$ cat src/sv/slst_pkg.sv
// ============================================================================
// slst_pkg: shared types for the sorted list engine
// Item and result beats, operation and status codes, cell control word.
// ============================================================================
`default_nettype none

package slst_pkg;

    typedef enum logic [1:0] {
        ACT_INSERT = 2'd0,
        ACT_REMOVE = 2'd1,
        ACT_SEARCH = 2'd2,
        ACT_EVEN   = 2'd3
    } slst_action_t;

    typedef enum logic [1:0] {
        ST_OK      = 2'd0,
        ST_FULL    = 2'd1,
        ST_EMPTY   = 2'd2,
        ST_MISSING = 2'd3
    } slst_status_t;

    typedef struct packed {
        logic [1:0]         action;
        logic signed [31:0] value;
    } slst_cmd_t;

    typedef struct packed {
        logic [1:0] status;
        logic       found;
        logic [6:0] element_count;
        logic [6:0] even_count;
    } slst_rsp_t;

    // Control word broadcast to every cell of the row
    typedef struct packed {
        logic               cmp;
        logic               ins;
        logic               rem;
        logic signed [31:0] key;
    } slst_ctl_t;

    typedef enum logic [2:0] {
        S_IDLE  = 3'b001,
        S_CMP   = 3'b010,
        S_APPLY = 3'b100
    } slst_state_t;

endpackage

`default_nettype wire

$ cat src/sv/slst_cell.sv
// ============================================================================
// slst_cell: one entry of the sorted row
// Holds one value, registers its compare flags and shifts with its neighbors.
// ============================================================================
`default_nettype none

module slst_cell (
    input  wire logic               clk,
    input  wire logic               rst_n,
    input  wire slst_pkg::slst_ctl_t ctl,
    input  wire logic               occ,
    input  wire logic signed [31:0] left_value,
    input  wire logic               left_ge,
    input  wire logic signed [31:0] right_value,
    output logic signed [31:0]      value,
    output logic                    ge,
    output logic                    hit
);
    import slst_pkg::*;

    logic signed [31:0] value_reg;
    logic signed [31:0] value_next;
    logic               ge_reg;
    logic               ge_next;
    logic               eq_reg;
    logic               eq_next;

    // Free entries count as "not below" so the insert point and shifts
    // run into them naturally.
    always_comb
    begin
        ge_next = ge_reg;
        eq_next = eq_reg;
        if (ctl.cmp)
        begin
            ge_next = !occ || (value_reg >= ctl.key);
            eq_next = occ && (value_reg == ctl.key);
        end
    end

    always_comb
    begin
        value_next = value_reg;
        if (ctl.ins && ge_reg)
        begin
            value_next = left_ge ? left_value : ctl.key;
        end
        else if (ctl.rem && ge_reg)
        begin
            value_next = right_value;
        end
    end

    always_ff @(posedge clk or negedge rst_n)
    begin
        if (!rst_n)
        begin
            ge_reg <= 1'b0;
            eq_reg <= 1'b0;
        end
        else
        begin
            ge_reg <= ge_next;
            eq_reg <= eq_next;
        end
    end

    always_ff @(posedge clk)
    begin
        value_reg <= value_next;
    end

    assign value = value_reg;
    assign ge    = ge_reg;
    // first entry not below the key, and equal to it
    assign hit   = eq_reg && !left_ge;

endmodule

`default_nettype wire

$ cat config.mk
export PLATFORM = sky130hd
export DESIGN_NAME = slst_cell
export DESIGN_NICKNAME = d
export VERILOG_FILES = /design/src/sv/slst_pkg.sv /design/src/sv/slst_cell.sv
export SDC_FILE = /design/constraint.sdc
export NUM_CORES = 1
export LEC_CHECK = 0
export BUFFER_PORTS_ARGS = -buffer_cell sky130_fd_sc_hd__buf_2
export CORE_ASPECT_RATIO = 1.5
export CORE_MARGIN = 2
export CORE_UTILIZATION = 45
export CTS_CLUSTER_DIAMETER = 150
export CTS_CLUSTER_SIZE = 25
export DETAILED_ROUTE_END_ITERATION = 16
export GPL_TIMING_DRIVEN = 0
export HOLD_SLACK_MARGIN = 0.03
export PLACE_DENSITY = 0.83
export RECOVER_POWER = 25
export SYNTH_ARGS = -nofsm -noshare
export SYNTH_HDL_FRONTEND = slang
export SYNTH_SLANG_ARGS = --single-unit
$ cat constraint.sdc
create_clock -name clk -period 3.2 [get_ports clk]
set_input_delay 0.64 -clock clk [delete_from_list [all_inputs] [get_ports clk]]
set_output_delay 0.64 -clock clk [all_outputs]
set_load 0.01 [all_outputs]
==> metrics.cfg <==
[final_layout]
nNetsFinal=545
regArea_um2=1010
area_growth_pct=33.6
largest_reg_flops=32
multi_input_area_um2=1350
drive_above_1_share=0.324
n_antenna_cell=0
final.fill_count=522
layout_common_cells=buf_2, a21oi_1, nor2_1
fin_area_um2=3390
final_common_cell=buf_2

[sta]
setup_viol=0
fin_ws_ns=0.984
slew-limit-headroom=0.502
fin_crit_ns=2.22
fin_setup_tns_ns=0
rsz0062_at_grt=no
fmax_mhz=451
finClkSkew_ns=0.00894
report.final.slew_viol_count=0
hold_ws_ns=0.130
finalCritPeriodShare=0.692
hold_viol=0
tightestPinTransition_ns=0.747

[cts]
path_clk_slew_ns=0.07
cts_buffers=5
cts.path.max_buffers=2
clk_latency_ns=0.29
numClockSinks=34
cts_tree=done
h-tree-depth=2
cts_setup_buffers=0
hold_buffers=0
cts_resized=0
clockRootBuffer=clkbuf_8

[place]
pre_cts_ws_ns=0.730
place_area_um2=3330
gp_congestion=0.739
port_buffers=135
place_hpwl_um=5520

[power_and_ir_drop]
p_per_area_nw_per_um2=445
ir_worst_vdd_v=0.000284
leakagePower_nw=1.71
total_power_mw=1.51

[die]
dieWidth_um=65.3
io_pins=137
initial_core_util=0.465
dieHeight_um=95.9
core_um2=5450
die_area_um2=6260
row_count=33

[detailed_routing]
drc=0
dr.pass1.iters=4
num_vias=2459
finalWirelength_um=6820
ant_nets=0
routedWlPerCell_um=14.2
first_iter_violations=79
viasPerCell=5.11

[synthesis]
synth-edff-count=32
seq_area_frac_synth=0.399
yosysWarningCount=0
ys.flop_type=edfxtp_1
synthArstFlopShare=0.0588
synth_seq_cells=34
syn_avg_cell_area_um2=9.49
syn-cell-area_um2=2530
synth_cells=267
yosysUniqueCellTypes=32
synth_fp_nets=402

[critical_path]
critical_path.max_fanout=3
worstSetupStartpointType=input port
cp_data_arrival_time_ns=2.42
reg2reg_depth=7
required_ns=3.40
path_class=in2reg
endpoint_kind=flop

[min_path]
min_path_type=in2async

[grt]
track_usage=0.221
globalRouteOverflowTotal=0
grt_first_pass_wirelength_um=10500
grt_max_degree=20
grt_pass1_vias=2450
antenna_found_initial=0

[flow_run]
max-cap-violations=0

[outcome]
status=completed

metrics by stage:
step | utilization | cells
floorplan | - | 267
global placement | 0.605 | 472
detailed placement | 0.610 | 473
CTS | 0.625 | 481
global route | 0.621 | 481
finish | 0.621 | 481
synth_stat cells, types with 2 or more instances:
cell type,n,area [um2]
a21o_1,2,15.0
inv_1,34,128
nand3_1,4,20.0
clkbuf_1,7,26.3
nor2_1,36,135
nand2_1,9,33.8
mux2i_1,32,320
dfrtp_1,2,50.1
buf_2,3,15.0
nand4_1,5,31.3
o21ai_0,4,20.0
ha_1,32,400
edfxtp_1,32,961
a21oi_1,47,235
worst max-delay path: stages:
cell and delay, ns:
buf_2 0.09, inv_1 0.04, ha_1 0.31, nand4_2 0.16
nor4_2 0.30, nor3b_2 0.37, o31ai_1 0.17, a21o_1 0.20
a31oi_1 0.14
final cells by class:
| class | count | share of cell area |
|---|---|---|
| multi-input combinational | 188 | 0.399 |
| tap | 70 | 0.0259 |
| inverter | 34 | 0.0377 |
| timing repair buffer | 136 | 0.201 |
| buffer | 11 | 0.0133 |
| sequential | 34 | 0.299 |
| clock inverter | 2 | 0.00259 |
| clock buffer | 6 | 0.0214 |
layer usage:
layer	share of wire	GRT usage	vias to the layer above	wire length (um)
met5	0	0	-	0
met4	0.019	0.0816	0	129
met3	0.061	0.0433	13	419
met2	0.53	0.423	105	3630
met1	0.39	0.236	1103	2640
li1	-	-	1238	-
kinds of logic after synthesis:
| kind of cell | synth area share |
|---|---|
| buf+inv | 0.0681 |
| fa+ha+maj | 0.158 |
| simple gates | 0.117 |
| mux | 0.126 |
| compound gates | 0.131 |
| flops | 0.399 |
report_power, final:
| part | switching (mW) | internal (mW) |
|---|---|---|
| Clock | 0.159 | 0.150 |
| Sequential | 0.0430 | 0.597 |
| Combinational | 0.322 | 0.236 |
path summary, 6_finish.rpt:
check	slack, ns	start	end
max reg2reg	1.04	value[30]	ge
min	0.13	rst_n	ge
min in group clk	0.56	eq_reg	eq_reg
min reg2reg	0.56	eq_reg	eq_reg
max in group asynchronous	2.95	rst_n	eq_reg
max	0.98	ctl[30]	ge
Note: power is estimated with default switching activity, not from simulation.
